[config.mk]
export PLATFORM = sky130hd
export DESIGN_NAME = fletcher251_packet_parser_unit
export DESIGN_NICKNAME = d
export VERILOG_FILES = /design/src/hdl/f251_pkg.sv /design/src/hdl/f251_skid.sv /design/src/hdl/fletcher251_packet_parser_unit.sv
export SDC_FILE = /design/constraint.sdc
export NUM_CORES = 1
export LEC_CHECK = 0
export BUFFER_PORTS_ARGS = -buffer_cell sky130_fd_sc_hd__buf_2
export CORE_UTILIZATION = 40
export CTS_CLUSTER_SIZE = 28
export DETAILED_ROUTE_END_ITERATION = 8
export GPL_TIMING_DRIVEN = 0
export PLACE_DENSITY = 0.63
export SLEW_MARGIN = 30
export SYNTH_ARGS = -nofsm -noshare
export SYNTH_HDL_FRONTEND = slang
export SYNTH_SLANG_ARGS = --single-unit
export TNS_END_PERCENT = 30
[constraint.sdc]
create_clock -name clk -period 9.27 [get_ports clk]
set_clock_uncertainty 0.2 [all_clocks]
set_input_delay 0.927 -clock clk [delete_from_list [all_inputs] [get_ports clk]]
set_output_delay 0.927 -clock clk [all_outputs]
set_load 0.02 [all_outputs]
[src/hdl/f251_pkg.sv]
// Shared types and constants for the sync-framed packet parser.
// No dependencies; used by f251_skid and the top level.
package f251_pkg;

  localparam int unsigned CFG_INDEX_BITS = 1;
  localparam int unsigned CFG_DATA_BITS  = 16;

  localparam logic [CFG_INDEX_BITS-1:0] CFG_SYNC_WORD   = 1'd0;
  localparam logic [CFG_INDEX_BITS-1:0] CFG_MAX_PAYLOAD = 1'd1;

  localparam logic [8:0] MODULUS        = 9'd251;
  localparam logic [8:0] HEADER_BYTES   = 9'd4;
  localparam logic [8:0] FRAME_OVERHEAD = 9'd6;
  localparam logic [8:0] POS_SYNC_HI    = 9'd0;
  localparam logic [8:0] POS_SYNC_LO    = 9'd1;
  localparam logic [8:0] POS_ID         = 9'd2;
  localparam logic [8:0] POS_LENGTH     = 9'd3;

  typedef struct packed {
    logic       payload_valid;
    logic [7:0] payload_byte;
    logic [7:0] payload_position;
    logic       frame_done;
    logic       checksum_ok;
    logic [7:0] frame_id;
    logic [7:0] frame_length;
  } res_t;

endpackage

[src/hdl/f251_skid.sv]
// Two-entry output buffer for parser results: an output register and a skid register.
// Depends on f251_pkg (res_t).
module f251_skid (
  input  logic          clk,
  input  logic          rst,
  input  logic          push_valid,
  input  f251_pkg::res_t push_data,
  output logic          push_stall,
  output logic          pop_valid,
  output f251_pkg::res_t pop_data,
  input  logic          pop_stall
);

  logic           main_valid;
  f251_pkg::res_t main_data;
  logic           skid_valid;
  f251_pkg::res_t skid_data;
  logic           push;
  logic           pop;

  assign push_stall = skid_valid;
  assign push       = push_valid && !skid_valid;
  assign pop        = main_valid && !pop_stall;
  assign pop_valid  = main_valid;
  assign pop_data   = main_data;

  always_ff @(posedge clk) begin
    if (rst) begin
      main_valid <= 1'b0;
      skid_valid <= 1'b0;
    end else if (pop) begin
      if (skid_valid) begin
        main_data  <= skid_data;
        skid_valid <= 1'b0;
      end else if (push) begin
        main_data <= push_data;
      end else begin
        main_valid <= 1'b0;
      end
    end else if (push) begin
      if (!main_valid) begin
        main_data  <= push_data;
        main_valid <= 1'b1;
      end else begin
        // output stalled: park the item
        skid_data  <= push_data;
        skid_valid <= 1'b1;
      end
    end
  end

`ifndef NO_ASSERTIONS
  a_skid_behind_main: assert property (@(posedge clk) disable iff (rst)
    skid_valid |-> main_valid)
    else $error("skid holds an item while the output register is empty");
`endif

endmodule

[src/hdl/fletcher251_packet_parser_unit.sv]
// Sync-framed packet parser with a Fletcher-style check modulo 251.
// Depends on f251_pkg and f251_skid.
//
// One received byte is taken per clock cycle while in_stall is low; each gives one result in the output buffer.
// All the work for a byte (sync compare, two modulo-251 adds, position step) sits
// between the input and the result register. A two-entry output buffer lets one
// more byte in while a result waits; in_stall rises only when both entries are full.
module fletcher251_packet_parser_unit (
  input  logic                                clk,
  input  logic                                rst,
  input  logic                                cfg_we,
  input  logic [f251_pkg::CFG_INDEX_BITS-1:0] cfg_index,
  input  logic [f251_pkg::CFG_DATA_BITS-1:0]  cfg_data,
  input  logic                                in_valid,
  output logic                                in_stall,
  input  logic [7:0]                          rx_byte,
  output logic                                out_valid,
  input  logic                                out_stall,
  output logic                                payload_valid,
  output logic [7:0]                          payload_byte,
  output logic [7:0]                          payload_position,
  output logic                                frame_done,
  output logic                                checksum_ok,
  output logic [7:0]                          frame_id,
  output logic [7:0]                          frame_length
);

  logic [15:0] sync_word;
  logic [7:0]  max_payload_length;

  logic [8:0] byte_position, byte_position_next;
  logic [7:0] held_id, held_id_next;
  logic [7:0] held_length, held_length_next;
  logic [7:0] sum_first, sum_first_next;
  logic [7:0] sum_second, sum_second_next;
  logic [7:0] first_check_byte, first_check_byte_next;

  logic           accept;
  f251_pkg::res_t res;
  f251_pkg::res_t out_res;

  logic [8:0] len9;
  logic [7:0] b_red;
  logic [8:0] s1_raw, s2_raw, init_raw;
  logic [7:0] s1_mod, s2_mod, init_mod;
  logic       in_sum;

  assign accept = in_valid && !in_stall;

  always_ff @(posedge clk) begin
    if (rst) begin
      sync_word          <= 16'd0;
      max_payload_length <= 8'd255;
    end else if (cfg_we) begin
      case (cfg_index)
        f251_pkg::CFG_SYNC_WORD:   sync_word          <= cfg_data;
        f251_pkg::CFG_MAX_PAYLOAD: max_payload_length <= cfg_data[7:0];
        default: ;
      endcase
    end
  end

  // modulo-251 arithmetic; sums always stay below 251
  always_comb begin
    len9     = {1'b0, held_length};
    b_red    = (rx_byte >= f251_pkg::MODULUS[7:0]) ? rx_byte - f251_pkg::MODULUS[7:0]
                                                   : rx_byte;
    s1_raw   = {1'b0, sum_first} + {1'b0, b_red};
    s1_mod   = (s1_raw >= f251_pkg::MODULUS) ? 8'(s1_raw - f251_pkg::MODULUS) : s1_raw[7:0];
    s2_raw   = {1'b0, sum_second} + {1'b0, s1_mod};
    s2_mod   = (s2_raw >= f251_pkg::MODULUS) ? 8'(s2_raw - f251_pkg::MODULUS) : s2_raw[7:0];
    init_raw = {1'b0, rx_byte} + 9'd1;
    init_mod = (init_raw >= f251_pkg::MODULUS) ? 8'(init_raw - f251_pkg::MODULUS)
                                               : init_raw[7:0];
    in_sum   = (byte_position != f251_pkg::POS_SYNC_HI) &&
               (byte_position < len9 + f251_pkg::HEADER_BYTES);
  end

  always_comb begin
    byte_position_next    = byte_position;
    held_id_next          = held_id;
    held_length_next      = held_length;
    sum_first_next        = sum_first;
    sum_second_next       = sum_second;
    first_check_byte_next = first_check_byte;
    res                   = '0;

    if (in_sum) begin
      sum_first_next  = s1_mod;
      sum_second_next = s2_mod;
    end

    if (byte_position == f251_pkg::POS_SYNC_HI) begin
      if (rx_byte == sync_word[15:8]) begin
        sum_first_next     = init_mod;
        sum_second_next    = init_mod;
        byte_position_next = f251_pkg::POS_SYNC_LO;
      end
    end else if (byte_position == f251_pkg::POS_SYNC_LO) begin
      // a mismatch restarts the hunt without rechecking this byte
      byte_position_next = (rx_byte == sync_word[7:0]) ? f251_pkg::POS_ID
                                                        : f251_pkg::POS_SYNC_HI;
    end else if (byte_position == f251_pkg::POS_ID) begin
      held_id_next       = rx_byte;
      byte_position_next = f251_pkg::POS_LENGTH;
    end else if (byte_position == f251_pkg::POS_LENGTH) begin
      if (rx_byte <= max_payload_length) begin
        held_length_next   = rx_byte;
        byte_position_next = f251_pkg::HEADER_BYTES;
      end else begin
        byte_position_next = f251_pkg::POS_SYNC_HI;
      end
    end else if (byte_position < len9 + f251_pkg::FRAME_OVERHEAD) begin
      if (in_sum) begin
        res.payload_valid    = 1'b1;
        res.payload_byte     = rx_byte;
        res.payload_position = 8'(byte_position - f251_pkg::HEADER_BYTES);
        byte_position_next   = byte_position + 9'd1;
      end else if (byte_position == len9 + f251_pkg::HEADER_BYTES) begin
        first_check_byte_next = rx_byte;
        byte_position_next    = byte_position + 9'd1;
      end else begin
        res.frame_done     = 1'b1;
        res.checksum_ok    = (first_check_byte == sum_first) && (rx_byte == sum_second);
        byte_position_next = f251_pkg::POS_SYNC_HI;
      end
    end else begin
      // past the frame end: drop the byte and hunt again
      byte_position_next = f251_pkg::POS_SYNC_HI;
    end

    res.frame_id     = held_id_next;
    res.frame_length = held_length_next;
  end

  always_ff @(posedge clk) begin
    if (rst) begin
      byte_position <= 9'd0;
      held_id       <= 8'd0;
      held_length   <= 8'd0;
      sum_first     <= 8'd0;
      sum_second    <= 8'd0;
    end else if (accept) begin
      byte_position <= byte_position_next;
      held_id       <= held_id_next;
      held_length   <= held_length_next;
      sum_first     <= sum_first_next;
      sum_second    <= sum_second_next;
    end
  end

  always_ff @(posedge clk) begin
    if (accept) begin
      first_check_byte <= first_check_byte_next;
    end
  end

  f251_skid u_skid (
    .clk        (clk),
    .rst        (rst),
    .push_valid (in_valid),
    .push_data  (res),
    .push_stall (in_stall),
    .pop_valid  (out_valid),
    .pop_data   (out_res),
    .pop_stall  (out_stall)
  );

  assign payload_valid    = out_res.payload_valid;
  assign payload_byte     = out_res.payload_byte;
  assign payload_position = out_res.payload_position;
  assign frame_done       = out_res.frame_done;
  assign checksum_ok      = out_res.checksum_ok;
  assign frame_id         = out_res.frame_id;
  assign frame_length     = out_res.frame_length;

`ifndef NO_ASSERTIONS
  a_pos_in_frame: assert property (@(posedge clk) disable iff (rst)
    byte_position <= {1'b0, held_length} + 9'd5)
    else $error("byte position beyond the frame end");

  a_sums_reduced: assert property (@(posedge clk) disable iff (rst)
    (sum_first < f251_pkg::MODULUS[7:0]) && (sum_second < f251_pkg::MODULUS[7:0]))
    else $error("running sums not reduced modulo 251");

  a_done_xor_payload: assert property (@(posedge clk) disable iff (rst)
    out_valid |-> !(payload_valid && frame_done))
    else $error("result flags both a payload byte and frame end");

  a_ok_needs_done: assert property (@(posedge clk) disable iff (rst)
    (out_valid && checksum_ok) |-> frame_done)
    else $error("checksum_ok raised outside frame end");

  a_done_restarts_hunt: assert property (@(posedge clk) disable iff (rst)
    (accept && res.frame_done) |=> (byte_position == f251_pkg::POS_SYNC_HI))
    else $error("hunt did not restart after frame end");
`endif

endmodule
==> summary.txt <==
Hold WS: 0.2620 ns
Port bufs: 66
Asr flop ratio synth: 0%
Number of global-route vias before repair: 6310
Synth Net Count: 969
TritonRoute pass-1 iters: 5
Crit share post-route: 82.61%
GRT overflow: 0
Sequential cell area: 3684 um^2
Avg Cell Area, Syn: 9.681 um^2
Most used DFF post-synth: edfxtp_1
Crit path launch type: primary input
PwrDens: 162.9 nW/um^2
Clock Sinks: 145
DRC: 0
Num CTS Buffers: 17
DPL Wire Length: 15.41 mm
GRT Resource Usage Total: 19.63%
Placeable Area: 20560 um^2
Total wire length: 20.61 mm
Crit path top cell by count: nand3_1
Final worst slack: 1.612 ns
Post-synth EDFFs: 78
Crit path largest cell delay: 0.66 ns
Worst VDD drop: 0.0001249 V
Initial core utilization: 41.39%
Clock Latency Late Sink: 0.43 ns
Setup_tns: 0 ns
Buf+Inv Stages, Crit Path: 5
RSZ-0062 raised after global routing: false
Max Root-Sink Buffers: 2
First-pass GRT wire length: 33.04 mm
Synth cell types: 61
Post-CTS setup buffers: 0
Crit. End Element: flip-flop
Hold_buf cts: 0
Static leakage: 0.004056 uW
Ant diodes: 0
Die Y: 147.9 um
Sequential element share of the synthesized area: 43.29%
Synthesized area: 8509 um^2
Hold Path Class: reg2reg
Setup WS pre-CTS: 1.322 ns
Initial DRC count: 450
Max Fclk: 130.6 MHz
Post-layout util: 47.72%
Drt via density: 5.315
Initial antenna violation count: 0
Post-synth top area share: 27.53%
Synth warnings: 0
Critical Path Slowest Stage Cell: clkbuf_1
Least-Margin Pin Slew: 0.8659 ns
Worst Path Max Fanout: 10
Delay-heaviest family, CP: compound AO/OA/AOI/OAI gates
Layout area overhead: 15.29%
WS Path Type: in2reg
Yosys reg bits: 145
CTS Root Cell: clkbuf_16
Routed vias: 6644
Hold Vio Cnt, Final: 0
Placed Instances: 1218
Synth area leaders: edfxtp_1, dfxtp_1, ha_1
Filler instances: 2022
Minimum clock period: 7.658 ns
Die X-Extent: 147.9 um
Nets: 1057
Num rows: 52
WL/cell: 16.49 um
Multi-input logic area: 4503 um^2
Crit path DAT: 7.74 ns
Slew Viols, Final: 0
Final RePlAce weighted congestion: 0.8868
Non-Filler Instances: 1250
Final setup vio count: 0
Layout cell share with drive strength beyond 1: 14.59%
Synth area leader: edfxtp_1
Antenna Violating Nets Remaining: 0
Status: finished clean
CTS tree: built
Die ar.: 21860 um^2
H-tree lvl count: 4
CTS resizes: 0
Syn Inst Count: 879
Max cap viols: 0
Reg clk slew, reported paths: 0.06 ns
Relative slew slack: 41.96%
Data required, critical path: 9.35 ns
Ports: 67
Largest net degree at the start of global routing: 28
-- path summary, 6_finish.rpt --
path	startpoint	endpoint	slack [ns]	cells after the start
max reg2reg	sum_first[0]	sum_second[4]	3.60	20
min reg2reg	max_payload_length[5]	max_payload_length[5]	0.26	1
min	max_payload_length[5]	max_payload_length[5]	0.26	1
max	rx_byte[6]	sum_second[4]	1.61	26
-- metrics by stage --
stage	power, uW	area, um^2
2_1_floorplan	878.2	8509
3_3_place_gp	937.5	9178
3_5_place_dp	941.1	9243
4_1_cts	1605	9811
5_1_grt	1659	9811
6_report	1598	9811
-- cells in the final DEF, fill, tap and decap left out, types with 18 or more instances in the layout --
master / instances
ha_1: 58
nand3_1: 21
nor2_1: 87
xor2_1: 39
dfxtp_1: 67
clkbuf_1: 36
inv_1: 40
mux2_2: 23
buf_2: 72
o21ai_0: 26
xnor2_1: 44
a21oi_1: 51
nand2_1: 82
mux2i_1: 18
edfxtp_1: 78
-- report_power, final --
group	switching, uW	internal (uW)
Combinational	139	84.6
Clock	274	394
Sequential	10.4	696
-- registers in the layout (all words and copies together), names as in the netlist --
signal / cells
u_skid.pop_valid: 1
u_skid.pop_data: 35
first_check_byte: 8
max_payload_length: 8
u_skid.skid_data: 35
byte_position: 9
u_skid.push_stall: 1
sync_word: 16
held_id: 8
sum_second: 8
sum_first: 8
held_length: 8
-- per-layer routing --
metal / vias up / global-route usage, % / wire length (um)
met5: - / 0 / 0
met2: 183 / 31.56 / 9454
met1: 3130 / 26.71 / 9804
li1: 3306 / - / -
met3: 25 / 3.272 / 1037
met4: 0 / 6.649 / 316
-- area by class of cell --
class                           instances  share of cell area (%)
Tap cell                              270                   3.443
Multi-Input combinational cell        647                   45.90
Inverter                               40                   1.530
Sequential cell                       145                   37.55
Clock inverter                         14                   1.416
Buffer                                 47                   1.951
Clock buffer                           18                   4.374
Timing Repair Buffer                   69                   3.839
-- synth_stat cells, drive strengths merged (6+ instances only) --
library cell  instances
dfxtp                67
nor4                 10
o31ai                13
inv                  40
mux2i                18
mux2                 23
nand3b                6
buf                  12
nand2b                7
nor2b                13
clkbuf               35
xnor2                44
and3                 16
nor2                 87
xor2                 39
a21oi                51
a211o                10
o21ai                31
nand4                 7
a21o                  7
nand2                83
edfxtp               78
and2                  9
nor3                 16
nand3                21
o21a                  7
ha                   58
a211oi               16
-- logic make-up (layout without fill, tap and decap cells) --
family	count (synthesis)	in the layout	share of synthesized area [%]
multiplexers	41	41	5.161
AO/OA/AOI/OAI	173	173	13.75
XOR/XNOR	83	83	8.543
buffers and inverters	87	188	4.014
flip-flops	145	145	43.29
adder cells (fa/ha/maj)	60	60	8.999
AND/OR/NAND/NOR	290	290	16.25
-- worst register-to-register path, stage by stage (launching register included) --
cell	delay (ns)
dfxtp_1	0.41
ha_1	0.20
inv_1	0.06
fa_1	0.40
nand2b_1	0.16
a21oi_1	0.32
a31oi_1	0.18
o21ai_0	0.25
a41o_1	0.14
buf_6	0.13
mux2i_1	0.45
inv_1	0.09
ha_1	0.29
a211oi_1	0.46
nor2_1	0.12
xor2_1	0.31
nand3_1	0.28
o41ai_4	0.57
nand3_1	0.15
xor2_1	0.27
o22ai_1	0.11
No activity file was read; power rests on OpenSTA's default activity.
